===== config.mk =====
export PLATFORM = sky130hd
export DESIGN_NAME = md5_message_digest_core_flat
export DESIGN_NICKNAME = d
export VERILOG_FILES = /design/src/design/md5_pkg.sv /design/src/design/md5_stream_if.sv /design/src/design/md5_blk_buf.sv /design/src/design/md5_rnd_eng.sv /design/src/design/md5_message_digest_core.sv /design/src/flat_wrapper.sv
export SDC_FILE = /design/constraint.sdc
export NUM_CORES = 2
export LEC_CHECK = 0
export ABC_CLOCK_PERIOD_IN_PS = 21500
export CAP_MARGIN = 20
export CORE_ASPECT_RATIO = 1.25
export CORE_MARGIN = 5
export CORE_UTILIZATION = 65
export DETAILED_ROUTE_END_ITERATION = 8
export DONT_BUFFER_PORTS = 1
export PLACE_DENSITY = 0.81
export SLEW_MARGIN = 20
export SYNTH_ARGS = -nofsm -noshare
export SYNTH_HDL_FRONTEND = slang
export SYNTH_SLANG_ARGS = --single-unit
export TNS_END_PERCENT = 100

===== constraint.sdc =====
create_clock -name clock -period 21.5 [get_ports clock]
set_input_delay 1.075 -clock clock [delete_from_list [all_inputs] [get_ports clock]]
set_output_delay 1.075 -clock clock [all_outputs]
set_load 0.005 [all_outputs]

===== src/design/md5_pkg.sv =====
// Shared types, constants and helper functions of the MD5 digest core.
package md5_pkg;

   localparam int COUNT_W = 61;

   localparam logic [31:0] IV_A = 32'h67452301;
   localparam logic [31:0] IV_B = 32'hefcdab89;
   localparam logic [31:0] IV_C = 32'h98badcfe;
   localparam logic [31:0] IV_D = 32'h10325476;

   localparam logic [7:0] PAD_MARK = 8'h80;

   localparam logic [31:0] SINE_TAB [64] = '{
      32'hd76aa478, 32'he8c7b756, 32'h242070db, 32'hc1bdceee,
      32'hf57c0faf, 32'h4787c62a, 32'ha8304613, 32'hfd469501,
      32'h698098d8, 32'h8b44f7af, 32'hffff5bb1, 32'h895cd7be,
      32'h6b901122, 32'hfd987193, 32'ha679438e, 32'h49b40821,
      32'hf61e2562, 32'hc040b340, 32'h265e5a51, 32'he9b6c7aa,
      32'hd62f105d, 32'h02441453, 32'hd8a1e681, 32'he7d3fbc8,
      32'h21e1cde6, 32'hc33707d6, 32'hf4d50d87, 32'h455a14ed,
      32'ha9e3e905, 32'hfcefa3f8, 32'h676f02d9, 32'h8d2a4c8a,
      32'hfffa3942, 32'h8771f681, 32'h6d9d6122, 32'hfde5380c,
      32'ha4beea44, 32'h4bdecfa9, 32'hf6bb4b60, 32'hbebfbc70,
      32'h289b7ec6, 32'heaa127fa, 32'hd4ef3085, 32'h04881d05,
      32'hd9d4d039, 32'he6db99e5, 32'h1fa27cf8, 32'hc4ac5665,
      32'hf4292244, 32'h432aff97, 32'hab9423a7, 32'hfc93a039,
      32'h655b59c3, 32'h8f0ccc92, 32'hffeff47d, 32'h85845dd1,
      32'h6fa87e4f, 32'hfe2ce6e0, 32'ha3014314, 32'h4e0811a1,
      32'hf7537e82, 32'hbd3af235, 32'h2ad7d2bb, 32'heb86d391
   };

   localparam logic [4:0] SHIFT_TAB [16] = '{
      5'd7, 5'd12, 5'd17, 5'd22, 5'd5, 5'd9, 5'd14, 5'd20,
      5'd4, 5'd11, 5'd16, 5'd23, 5'd6, 5'd10, 5'd15, 5'd21
   };

   typedef logic [3:0][31:0] chain_type;

   // Kind of whole word written into the block buffer while padding.
   typedef enum logic [1:0] {
      KIND_MARK   = 2'd0,
      KIND_ZERO   = 2'd1,
      KIND_LEN_LO = 2'd2,
      KIND_LEN_HI = 2'd3
   } word_kind_type;

   typedef struct packed {
      logic          byte_we;
      logic          word_we;
      logic [5:0]    pos;
      logic [7:0]    data;
      logic [3:0]    waddr;
      word_kind_type kind;
      logic [63:0]   len_bits;
   } buf_wr_type;

   typedef struct packed {
      logic start;
      logic init;
   } eng_ctl_type;

   typedef struct packed {
      logic busy;
      logic done;
   } eng_stat_type;

   // Message word used by a given round.
   function automatic logic [3:0] msg_index(input logic [5:0] rnd);
      logic [3:0] lo;
      logic [3:0] idx;
      lo = rnd[3:0];
      case (rnd[5:4])
         2'd0: idx = lo;
         2'd1: idx = 4'((lo << 2) + lo + 4'd1);
         2'd2: idx = 4'((lo << 1) + lo + 4'd5);
         2'd3: idx = 4'((lo << 3) - lo);
         default: idx = lo;
      endcase
      return idx;
   endfunction

   function automatic logic [31:0] bswap32(input logic [31:0] v);
      return {v[7:0], v[15:8], v[23:16], v[31:24]};
   endfunction

endpackage


===== src/design/md5_stream_if.sv =====
// Valid/ready channel interfaces for the request bytes and the digest result.
interface md5_req_if;
   logic       valid;
   logic       ready;
   logic [7:0] data_byte;
   logic       has_byte;
   logic       end_of_message;

   modport source (output valid, output data_byte, output has_byte,
                   output end_of_message, input ready);
   modport sink (input valid, input data_byte, input has_byte,
                 input end_of_message, output ready);
endinterface

interface md5_rsp_if;
   logic        valid;
   logic        ready;
   logic [63:0] digest_first_half;
   logic [63:0] digest_second_half;

   modport source (output valid, output digest_first_half,
                   output digest_second_half, input ready);
   modport sink (input valid, input digest_first_half,
                 input digest_second_half, output ready);
endinterface


===== src/design/md5_blk_buf.sv =====
// Sixteen-word block buffer memory with byte packing and padding word build.
module md5_blk_buf
   import md5_pkg::*;
(
   input  logic        clock,
   input  buf_wr_type  wr,
   input  logic [3:0]  raddr,
   output logic [31:0] rdata
);

   logic [31:0] mem [16];
   logic [23:0] acc_ff;
   logic [23:0] acc_in;
   logic [31:0] rdata_ff;
   logic [31:0] mark_word;
   logic [31:0] pad_word;
   logic        mem_we;
   logic [3:0]  mem_addr;
   logic [31:0] mem_data;

   // Earlier bytes of the current word, then the 0x80 marker, then zeros.
   always_comb begin
      for (int k = 0; k < 4; k++) begin
         if (2'(k) < wr.pos[1:0] && k < 3) begin
            mark_word[k*8 +: 8] = acc_ff[(k % 3)*8 +: 8];
         end else if (2'(k) == wr.pos[1:0]) begin
            mark_word[k*8 +: 8] = PAD_MARK;
         end else begin
            mark_word[k*8 +: 8] = 8'h00;
         end
      end
   end

   always_comb begin
      case (wr.kind)
         KIND_MARK:   pad_word = mark_word;
         KIND_ZERO:   pad_word = '0;
         KIND_LEN_LO: pad_word = wr.len_bits[31:0];
         KIND_LEN_HI: pad_word = wr.len_bits[63:32];
         default:     pad_word = '0;
      endcase
   end

   always_comb begin
      acc_in   = acc_ff;
      mem_we   = 1'b0;
      mem_addr = wr.waddr;
      mem_data = pad_word;
      if (wr.byte_we) begin
         mem_addr = wr.pos[5:2];
         mem_data = {wr.data, acc_ff};
         case (wr.pos[1:0])
            2'd0: acc_in[7:0]   = wr.data;
            2'd1: acc_in[15:8]  = wr.data;
            2'd2: acc_in[23:16] = wr.data;
            2'd3: mem_we        = 1'b1;
            default: acc_in     = acc_ff;
         endcase
      end else if (wr.word_we) begin
         mem_we = 1'b1;
      end
   end

   always_ff @(posedge clock) begin
      acc_ff <= acc_in;
      if (mem_we) begin
         mem[mem_addr] <= mem_data;
      end
      rdata_ff <= mem[raddr];
   end

   assign rdata = rdata_ff;

endmodule


===== src/design/md5_rnd_eng.sv =====
// MD5 compression engine: one round per cycle, message words from the buffer.
module md5_rnd_eng
   import md5_pkg::*;
(
   input  logic         clock,
   input  logic         reset,
   input  eng_ctl_type  ctl,
   input  logic [31:0]  m_word,
   output logic [3:0]   rd_addr,
   output eng_stat_type stat,
   output chain_type    chain
);

   typedef enum logic [3:0] {
      ENG_IDLE  = 4'b0001,
      ENG_PRIME = 4'b0010,
      ENG_ROUND = 4'b0100,
      ENG_FOLD  = 4'b1000
   } eng_state_type;

   eng_state_type state_ff, state_in;
   logic [5:0]  rnd_ff, rnd_in;
   logic [31:0] a_ff, b_ff, c_ff, d_ff;
   logic [31:0] a_in, b_in, c_in, d_in;
   chain_type   cv_ff, cv_in;
   logic [31:0] f_val;
   logic [31:0] sum;
   logic [63:0] dbl;
   logic [4:0]  shamt;

   always_comb begin
      case (rnd_ff[5:4])
         2'd0:    f_val = d_ff ^ (b_ff & (c_ff ^ d_ff));
         2'd1:    f_val = c_ff ^ (d_ff & (b_ff ^ c_ff));
         2'd2:    f_val = b_ff ^ c_ff ^ d_ff;
         2'd3:    f_val = c_ff ^ (b_ff | ~d_ff);
         default: f_val = '0;
      endcase
      sum   = f_val + a_ff + SINE_TAB[rnd_ff] + m_word;
      shamt = SHIFT_TAB[{rnd_ff[5:4], rnd_ff[1:0]}];
      dbl   = {sum, sum} << shamt;
   end

   // The read for round r+1 goes out while round r computes.
   assign rd_addr = msg_index((state_ff == ENG_ROUND) ? rnd_ff + 6'd1 : 6'd0);

   always_comb begin
      state_in = state_ff;
      rnd_in   = rnd_ff;
      a_in     = a_ff;
      b_in     = b_ff;
      c_in     = c_ff;
      d_in     = d_ff;
      cv_in    = cv_ff;
      case (state_ff)
         ENG_IDLE: begin
            if (ctl.init) begin
               cv_in = {IV_D, IV_C, IV_B, IV_A};
            end
            if (ctl.start) begin
               a_in     = cv_ff[0];
               b_in     = cv_ff[1];
               c_in     = cv_ff[2];
               d_in     = cv_ff[3];
               state_in = ENG_PRIME;
            end
         end
         ENG_PRIME: begin
            rnd_in   = '0;
            state_in = ENG_ROUND;
         end
         ENG_ROUND: begin
            a_in   = d_ff;
            d_in   = c_ff;
            c_in   = b_ff;
            b_in   = b_ff + dbl[63:32];
            rnd_in = rnd_ff + 6'd1;
            if (rnd_ff == 6'd63) begin
               state_in = ENG_FOLD;
            end
         end
         ENG_FOLD: begin
            cv_in[0] = cv_ff[0] + a_ff;
            cv_in[1] = cv_ff[1] + b_ff;
            cv_in[2] = cv_ff[2] + c_ff;
            cv_in[3] = cv_ff[3] + d_ff;
            state_in = ENG_IDLE;
         end
         default: state_in = ENG_IDLE;
      endcase
   end

   always_ff @(posedge clock) begin
      if (reset) begin
         state_ff <= ENG_IDLE;
         rnd_ff   <= '0;
         cv_ff    <= {IV_D, IV_C, IV_B, IV_A};
         a_ff     <= '0;
         b_ff     <= '0;
         c_ff     <= '0;
         d_ff     <= '0;
      end else begin
         state_ff <= state_in;
         rnd_ff   <= rnd_in;
         cv_ff    <= cv_in;
         a_ff     <= a_in;
         b_ff     <= b_in;
         c_ff     <= c_in;
         d_ff     <= d_in;
      end
   end

   assign stat.busy = (state_ff != ENG_IDLE);
   assign stat.done = (state_ff == ENG_FOLD);
   assign chain     = cv_ff;

endmodule


===== src/design/md5_message_digest_core.sv =====
// Top level of the MD5 digest core: byte intake, padding control and result register.
// The core takes one message byte per beat and returns the 128-bit MD5 digest
// after the beat flagged end_of_message. Bytes within a 64-byte block are taken
// back to back, one per cycle; the beat that completes a block holds off the next
// beat while the single round unit runs the 64 rounds, one per cycle, fed by the
// one read port of the block buffer (a prime step issues the first read, and a fold
// step adds the result into the chaining value). At the end of a message the core
// writes the padding and length words, compresses once more, or twice when fewer
// than 9 bytes of the last block are free, and loads the digest into the result
// register once it is free; the first byte of the next message is taken in the
// cycle after that, even while the digest still waits to be taken.
module md5_message_digest_core
   import md5_pkg::*;
(
   input  logic       clock,
   input  logic       reset,
   md5_req_if.sink    req_bus,
   md5_rsp_if.source  rsp_bus
);

   typedef enum logic [4:0] {
      S_IDLE    = 5'b00001,
      S_HASH    = 5'b00010,
      S_PAD     = 5'b00100,
      S_PADHASH = 5'b01000,
      S_DONE    = 5'b10000
   } core_state_type;

   core_state_type state_ff, state_in;
   logic [COUNT_W-1:0] cnt_ff, cnt_in;
   logic [3:0]   widx_ff, widx_in;
   logic         extra_ff, extra_in;
   logic         eom_ff, eom_in;
   logic         rsp_valid_ff, rsp_valid_in;
   logic [63:0]  first_ff, first_in;
   logic [63:0]  second_ff, second_in;
   logic         req_ready;
   logic         accept;
   logic [5:0]   pos;
   logic         len_fits;
   buf_wr_type   buf_wr;
   eng_ctl_type  eng_ctl;
   eng_stat_type eng_stat;
   logic [3:0]   rd_addr;
   logic [31:0]  m_word;
   chain_type    chain;

   md5_blk_buf u_buf (
      .clock (clock),
      .wr    (buf_wr),
      .raddr (rd_addr),
      .rdata (m_word)
   );

   md5_rnd_eng u_eng (
      .clock   (clock),
      .reset   (reset),
      .ctl     (eng_ctl),
      .m_word  (m_word),
      .rd_addr (rd_addr),
      .stat    (eng_stat),
      .chain   (chain)
   );

   assign req_ready = (state_ff == S_IDLE);
   assign accept    = req_bus.valid && req_ready;
   assign pos       = cnt_ff[5:0];
   // The length words fit behind the marker only when it lands before byte 56.
   assign len_fits  = (cnt_ff[5:3] != 3'b111);

   always_comb begin
      state_in        = state_ff;
      cnt_in          = cnt_ff;
      widx_in         = widx_ff;
      extra_in        = extra_ff;
      eom_in          = eom_ff;
      rsp_valid_in    = rsp_valid_ff && !rsp_bus.ready;
      first_in        = first_ff;
      second_in       = second_ff;
      eng_ctl         = '0;
      buf_wr.byte_we  = 1'b0;
      buf_wr.word_we  = 1'b0;
      buf_wr.pos      = pos;
      buf_wr.data     = req_bus.data_byte;
      buf_wr.waddr    = widx_ff;
      buf_wr.kind     = KIND_ZERO;
      buf_wr.len_bits = {cnt_ff, 3'b000};

      case (state_ff)
         S_IDLE: begin
            if (accept) begin
               extra_in = 1'b0;
               if (req_bus.has_byte) begin
                  buf_wr.byte_we = 1'b1;
                  cnt_in         = cnt_ff + COUNT_W'(1);
                  if (pos == 6'd63) begin
                     eng_ctl.start = 1'b1;
                     eom_in        = req_bus.end_of_message;
                     state_in      = S_HASH;
                  end else if (req_bus.end_of_message) begin
                     widx_in  = cnt_in[5:2];
                     state_in = S_PAD;
                  end
               end else if (req_bus.end_of_message) begin
                  widx_in  = pos[5:2];
                  state_in = S_PAD;
               end
            end
         end
         S_HASH: begin
            if (eng_stat.done) begin
               if (eom_ff) begin
                  widx_in  = '0;
                  state_in = S_PAD;
               end else begin
                  state_in = S_IDLE;
               end
            end
         end
         S_PAD: begin
            buf_wr.word_we = 1'b1;
            if (!extra_ff && widx_ff == pos[5:2]) begin
               buf_wr.kind = KIND_MARK;
            end else if ((extra_ff || len_fits) && widx_ff == 4'd14) begin
               buf_wr.kind = KIND_LEN_LO;
            end else if ((extra_ff || len_fits) && widx_ff == 4'd15) begin
               buf_wr.kind = KIND_LEN_HI;
            end
            if (widx_ff == 4'd15) begin
               eng_ctl.start = 1'b1;
               state_in      = S_PADHASH;
            end else begin
               widx_in = widx_ff + 4'd1;
            end
         end
         S_PADHASH: begin
            if (eng_stat.done) begin
               if (!extra_ff && !len_fits) begin
                  extra_in = 1'b1;
                  widx_in  = '0;
                  state_in = S_PAD;
               end else begin
                  state_in = S_DONE;
               end
            end
         end
         S_DONE: begin
            if (!rsp_valid_ff || rsp_bus.ready) begin
               first_in     = {bswap32(chain[0]), bswap32(chain[1])};
               second_in    = {bswap32(chain[2]), bswap32(chain[3])};
               rsp_valid_in = 1'b1;
               eng_ctl.init = 1'b1;
               cnt_in       = '0;
               state_in     = S_IDLE;
            end
         end
         default: state_in = S_IDLE;
      endcase
   end

   always_ff @(posedge clock) begin
      if (reset) begin
         state_ff     <= S_IDLE;
         cnt_ff       <= '0;
         widx_ff      <= '0;
         extra_ff     <= 1'b0;
         eom_ff       <= 1'b0;
         rsp_valid_ff <= 1'b0;
      end else begin
         state_ff     <= state_in;
         cnt_ff       <= cnt_in;
         widx_ff      <= widx_in;
         extra_ff     <= extra_in;
         eom_ff       <= eom_in;
         rsp_valid_ff <= rsp_valid_in;
      end
   end

   always_ff @(posedge clock) begin
      first_ff  <= first_in;
      second_ff <= second_in;
   end

   assign req_bus.ready              = req_ready;
   assign rsp_bus.valid              = rsp_valid_ff;
   assign rsp_bus.digest_first_half  = first_ff;
   assign rsp_bus.digest_second_half = second_ff;

`ifndef SYNTHESIS
   a_done_expected: assert property (@(posedge clock) disable iff (reset)
      eng_stat.done |-> (state_ff == S_HASH || state_ff == S_PADHASH))
      else $error("compression finished while the control was not waiting for it");

   a_ready_engine_idle: assert property (@(posedge clock) disable iff (reset)
      req_ready |-> !eng_stat.busy)
      else $error("input open while the round engine is busy");

   a_result_from_done: assert property (@(posedge clock) disable iff (reset)
      $rose(rsp_valid_ff) |-> $past(state_ff == S_DONE))
      else $error("result beat raised outside the digest load");

   a_count_cleared: assert property (@(posedge clock) disable iff (reset)
      (state_ff == S_IDLE && $past(state_ff == S_DONE)) |-> (cnt_ff == '0))
      else $error("byte count not cleared after a digest");
`endif

endmodule

===== src/flat_wrapper.sv =====
// flat-port wrapper written by rule: the top's interface ports become plain ports
module md5_message_digest_core_flat import md5_pkg::*;
  (clock, reset, req_bus_valid, req_bus_data_byte, req_bus_has_byte, req_bus_end_of_message, req_bus_ready, rsp_bus_valid, rsp_bus_digest_first_half, rsp_bus_digest_second_half, rsp_bus_ready);
  md5_req_if req_bus_i ();
  md5_rsp_if rsp_bus_i ();
  input  logic clock;
  input  logic reset;
  input wire logic [$bits(req_bus_i.valid)-1:0] req_bus_valid;
  input wire logic [$bits(req_bus_i.data_byte)-1:0] req_bus_data_byte;
  input wire logic [$bits(req_bus_i.has_byte)-1:0] req_bus_has_byte;
  input wire logic [$bits(req_bus_i.end_of_message)-1:0] req_bus_end_of_message;
  output wire logic [$bits(req_bus_i.ready)-1:0] req_bus_ready;
  output wire logic [$bits(rsp_bus_i.valid)-1:0] rsp_bus_valid;
  output wire logic [$bits(rsp_bus_i.digest_first_half)-1:0] rsp_bus_digest_first_half;
  output wire logic [$bits(rsp_bus_i.digest_second_half)-1:0] rsp_bus_digest_second_half;
  input wire logic [$bits(rsp_bus_i.ready)-1:0] rsp_bus_ready;
  assign req_bus_i.valid = req_bus_valid;
  assign req_bus_i.data_byte = req_bus_data_byte;
  assign req_bus_i.has_byte = req_bus_has_byte;
  assign req_bus_i.end_of_message = req_bus_end_of_message;
  assign req_bus_ready = req_bus_i.ready;
  assign rsp_bus_valid = rsp_bus_i.valid;
  assign rsp_bus_digest_first_half = rsp_bus_i.digest_first_half;
  assign rsp_bus_digest_second_half = rsp_bus_i.digest_second_half;
  assign rsp_bus_i.ready = rsp_bus_ready;
  md5_message_digest_core u_core (.clock(clock), .reset(reset), .req_bus(req_bus_i), .rsp_bus(rsp_bus_i));
endmodule

* Yosys cells after proc, flatten, opt, wreduce, memory -nomap -nowiden
Memory sizes are Yosys's and may differ from the RTL's. A register that Yosys moved wholly into a read port is not among the register bits.
Cells that the tools add are included.
** Word-level totals
- Bits in registers :: 491
- Bits in read-only memories :: 2128
- Output and inout port bits :: 130
- Memories kept :: 3
- Input port bits :: 14
- Bits in writable memories :: 512
** Memory list
- (name not given) :: words 64, bits a word 32, read ports 1, clocked after Yosys merged registers in 0, wr ports 0, RTL line md5_rnd_eng.sv:39 : sum = f_val + a_ff + SINE_TAB[rnd_ff] + m_word;
- u_core.u_buf.mem :: words 16, bits a word 32, read ports 1, clocked after Yosys merged registers in 1, wr ports 1, RTL line md5_blk_buf.sv:11 : logic [31:0] mem [16];
- (name not given) :: words 16, bits a word 5, read ports 1, clocked after Yosys merged registers in 0, wr ports 0, RTL line md5_rnd_eng.sv:40 : shamt = SHIFT_TAB[{rnd_ff[5:4], rnd_ff[1:0]}];
** Operators by class
- Shift operators :: 1
- Reductions and logical operators :: 34
- Bitwise operators :: 12
- Order comparisons :: 5
- Equality and inequality tests :: 45
- Add/sub/neg operators :: 16
- Muxes and demuxes :: 83
** Operators with widths (number)
- $add 32x32->32 :: 8
- $pmux 128 s2 :: 1
- $pmux 32 s2 :: 4
- $pmux 32 s4 :: 2
- $mux 32 :: 7
- $xor 32x32->32 :: 6
- $mux 61 :: 3
- $mux 128 :: 1
- $pmux 61 s2 :: 1
- $and 32x32->32 :: 2
- $shl 64x5->64 :: 1
- $add 61x1->61 const B :: 1
- $mux 8 :: 7
- $mux 5 :: 11
- $mux 4 :: 13
- $not 32->32 :: 1
- $or 32x32->32 :: 1
- $pmux 4 s4 :: 2
- $pmux 5 s5 :: 1
- $mux 1 :: 20
- $ne 2x1->1 const B :: 9
- $eq 2x2->1 const B :: 8
- $reduce_and 2->1 :: 7
- $eq 4x4->1 const B :: 3
- other kinds (41) :: 76

* Depth between registers and ports, before layout
- Depth in word-level cells :: 10
- Gate-level depth with buffers :: 44
- Gate-level depth less buffers :: 40

* By module
From an unflattened synthesis, not the netlist that was laid out.
** Second synthesis, totals
- Cell total of the unflattened synthesis :: 5381
- Area, all modules :: 57745.4 sq um
** By module, submodules not included
- md5_rnd_eng :: cells each 3758, instances 1, area an instance 28602.4 sq um
- md5_blk_buf :: cells each 1001, instances 1, area an instance 21390.5 sq um
- md5_message_digest_core :: cells each 622, instances 1, area an instance 7752.4 sq um

* Worst setup path before layout
Ideal clock, no wire load.
- Kind :: register -> register
- Start point :: reg u_core.u_eng.rnd_ff[0]
- End point :: reg u_core.u_eng.b_ff[29]
- Required time :: 21409 ps
- Cell stages (with the launch flop) :: 41
- Slack :: 12500 ps
- Arrival :: 8909 ps
- Library setup time :: 91 ps
- Buffers on the path :: 4
- Clock period less this slack :: 9000 ps
- Path through :: dfxtp_1 -> buf_2 -> clkinv_1 -> ha_1 -> clkbuf_1 -> clkbuf_1 -> xnor2_1 -> mux4_2 -> o21ai_0 -> nand2_1 -> fa_1 -> inv_1 -> fa_1 -> inv_1 -> ha_1 -> and3_4 -> and4_1 -> nand3_1 -> [... 5 more ...] -> mux4_2 -> mux2_2 -> nand2_1 -> o21ai_1 -> mux2i_1 -> ha_1 -> a211oi_1 -> o21a_1 -> o21ai_1 -> a2111oi_0 -> o2111a_1 -> o21a_1 -> o31ai_1 -> or4_1 -> a31oi_1 -> xnor2_1 -> nor2_1 -> a311oi_1
** On the way
- Longest elaborated chain between the ends :: 9
** RTL lines
- start, declared :: RTL line md5_rnd_eng.sv:22 : logic [5:0] rnd_ff, rnd_in;
- start signal, assigned :: RTL line md5_rnd_eng.sv:104 : rnd_ff <= rnd_in;
- $not 6->7 (implied by the code) :: RTL line md5_rnd_eng.sv:39
- $mem_v2 64x32
- $mux 32 (implied by the code) (2 in series) :: RTL line md5_rnd_eng.sv:39
- $add 32x32->32 (2 in series) :: RTL line md5_rnd_eng.sv:39
- $shl 64x5->64 (*) :: RTL line md5_rnd_eng.sv:41 : dbl = {sum, sum} << shamt;
- $add 32x32->32 (*) :: RTL line md5_rnd_eng.sv:76 : b_in = b_ff + dbl[63:32];
- $pmux 32 s2 (*) :: RTL line md5_rnd_eng.sv:55 : case (state_ff)
- end signal, assigned :: RTL line md5_rnd_eng.sv:107 : b_ff <= b_in;
- end, declared :: RTL line md5_rnd_eng.sv:23 : logic [31:0] a_ff, b_ff, c_ff, d_ff;
Mark *: on every way between the ends. The rest lies on a longest branch, timed or not. The select of a mux whose other input is x is not followed.
A chain may end at the register's enable or synchronous reset.

* Worst setup path in the final report
- Start point :: reg u_core.u_eng.rnd_ff[0]
- End point :: reg u_core.u_eng.b_ff[28]
The elaborated chain is that of the path after synthesis.

==> metrics.cfg <==
[floorplan]
die_x_um=276
fp-row-count=121
ios=144
core-area_um2=87400
dieArea_um2=94400
fp.dieH_um=342
start_util=0.657

[critical_path]
slowest_stage=a2111oi_0
max_stage_delay_ps=890
cp_common_cell=a21oi_1
reg2reg_slack_ps=10370
rr_endpoint=u_core.u_eng.b_ff[28]
worstSetupEndpointType=flip-flop
cp_max_fo=31
start_kind=flip-flop
ff2ff_path_depth=39
worst_r2r_startpoint=u_core.u_eng.rnd_ff[0]
cp_data_required_time_ps=22070
crit_type=reg2reg
arrival_ps=11710

[grt]
track_usage=0.385
overflow=0
grt_pass1_vias=44000
grt_pass1_wl_mm=275
grt_max_degree=251
antenna_found_initial=0

[power_and_ir_drop]
netSwitchingPower_mw=1.14
p_sw_frac=0.248
clkPwrFrac=0.434
power.share.sequential=0.477
powerDensity_nw_per_um2=73.3
finalPower_mw=4.57
irDropWorstVdd_mv=0.0930
p_comb_frac=0.089
leakagePower_nw=23.5
p_int_mw=3.43

[layout]
nFillCells=6007
fin_area_um2=62300
diodes=0
area_growth_pct=8.52
nNetsFinal=5704
drive_gt1_frac=0.103
postLayoutCoreUtil=0.713

[synth]
synth_top_area_frac=0.347
yosys_register_bits=1035
syn_inst=5545
synthFlopType=edfxtp_1
synth_area_leader_cell=edfxtp_1
syn_nets=5845
syn_avg_cell_area_um2=10.4
synth_cell_types=107
synth-edff-count=664
synth_common_cells=edfxtp_1 (664), nor2_1 (624), nand2_1 (458), a21oi_1 (438), dfxtp_1 (371)
async_flop_share=0
yosysWarnings=0
yosysMostFrequentCell=edfxtp_1
syn_area_um2=57400
ys_seq_area_frac=0.477
synth_area_leaders=edfxtp_1 (35%), dfxtp_1 (13%), mux4_2 (5.4%)

[status]
violations=DRC
outcome=finished, violations left

[timing]
hold_violations=0
fmax_mhz=89.8
finalSetupTns_ps=0
rsz0062_at_grt=no
fin_crit_ps=11130
slew_headroom=0.149
slew_violations=0
worstMarginPinSlew_ps=1280
fin_worst_skew_ps=91.1
timing.final.crit_share=0.518
final-setup-viol-count=0

[clock_tree]
cts_max_level=3
cts.clk_slew.worst_paths_ps=70
clock_sinks=1035
clockBufferDepth=3
cts.root.buffer_cell=clkbuf_16
ctsResizeCount=0
numCtsBuffers=100
cts_tree=built
hold_buffers=0
post-cts-setup-buffers=0
clock_latency_ps=730

[route]
dr.pass1.iters=9
drcViolationCount=1
avgRoutedWirePerCell_um=27.9
num_vias=45900
viasPerCell=6.89
drtIter0Drc=5871
routed_wl_mm=186
antenna_left=0

[worst_hold_path]
worstHoldPathCells=1
holdCritPathClass=in2reg
hp-start=reset
worstHoldEndpoint=u_core.u_eng.chain[53]

[place]
place_area_um2=58500
portBuffers=0
place_congestion=1.05
hpwlAfterDp_mm=123

[run]
drv_cap=0

[critical path, delay by kind of cell, from the launching register on]
family | cells | cell delay, ps
mux | 3 | 590
simple gates | 7 | 1330
buf+inv | 5 | 1360
compound gates | 17 | 4520
xor+xnor | 1 | 210
flops | 1 | 320
fa+ha+maj | 6 | 2620
[flip-flops by register name, indices dropped and copies added, names as in the netlist, 61 cells and up]
| signal | flops |
|---|---|
| u_core.u_buf.mem | 512 |
| u_core.cnt_ff | 61 |
| u_core.rsp_bus.digest_first_half | 64 |
| u_core.rsp_bus.digest_second_half | 64 |
| u_core.u_eng.chain | 128 |
[stage by stage]
stage | hold WS [ps] | setup slack, ps | cells
finish | 437 | 10370 | 6659
global route | 447 | 9900 | 6659
global placement | 452 | 10760 | 6470
CTS | 424 | 10660 | 6659
floorplan | 436 | 12500 | 5545
detailed placement | 455 | 10780 | 6470
[power groups by stage]
stage / combinational (mW) / clock (mW) / sequential (mW)
3_3_place_gp: 0.382 / 0 / 2.22
2_1_floorplan: 0.277 / 0 / 2.21
5_1_grt: 0.432 / 2.09 / 2.18
4_1_cts: 0.396 / 2.00 / 2.18
6_report: 0.405 / 1.98 / 2.18
3_5_place_dp: 0.390 / 0 / 2.22
[cells in the final DEF, fill, tap and decap left out, types with 101 or more instances in the layout]
cell	n
mux4_2	137
o21ai_0	264
nand3_1	107
inv_1	248
mux2i_1	106
nand2_1	455
ha_1	218
nor2_1	606
edfxtp_1	664
xnor2_1	151
dfxtp_1	367
clkbuf_16	101
a21oi_1	435
[kinds of logic (layout without fill, tap and decap cells)]
| group | Yosys count | count (layout) | share of synthesized area |
|---|---|---|---|
| simple gates | 1655 | 1655 | 0.132 |
| compound gates | 1434 | 1434 | 0.159 |
| flops | 1035 | 1035 | 0.477 |
| buf+inv | 592 | 538 | 0.0400 |
| mux | 299 | 299 | 0.0835 |
| fa+ha+maj | 286 | 286 | 0.0712 |
| xor+xnor | 244 | 244 | 0.0372 |
[metal layers]
layer	wire, um	up-vias	track usage
met3	16000	727	0.0604
met4	18600	0	0.295
met5	0	-	0
met1	64100	22200	0.460
li1	-	20200	-
met2	87000	2815	0.625
[worst max-delay path by stage]
| stage | startpoint | end | cells past startpoint | slack, ps |
|---|---|---|---|---|
| 5_1_grt | u_core.u_eng.rnd_ff[0] | u_core.u_eng.b_ff[28] | 39 | 9900 |
| 3_5_place_dp | u_core.u_eng.rnd_ff[0] | u_core.u_eng.b_ff[28] | 39 | 10780 |
| 6_report | u_core.u_eng.rnd_ff[0] | u_core.u_eng.b_ff[28] | 39 | 10370 |
| 4_1_cts | u_core.u_eng.rnd_ff[0] | u_core.u_eng.b_ff[29] | 37 | 10660 |
| 2_1_floorplan | u_core.u_eng.rnd_ff[0] | u_core.u_eng.b_ff[29] | 40 | 12500 |
| 3_3_place_gp | u_core.u_eng.rnd_ff[0] | u_core.u_eng.b_ff[29] | 37 | 10760 |
[cell type report]
type | count | area, um2 | share of cell area
clock buffers | 114 | 2640 | 0.0423
clock inverters | 75 | 1110 | 0.0179
inverters | 253 | 950 | 0.0152
multi-input cells | 3918 | 28000 | 0.450
flip-flops and latches | 1035 | 27400 | 0.440
well taps | 1168 | 1460 | 0.0235
repair buffers | 96 | 733 | 0.0118
(Power assumes the default switching activity.)
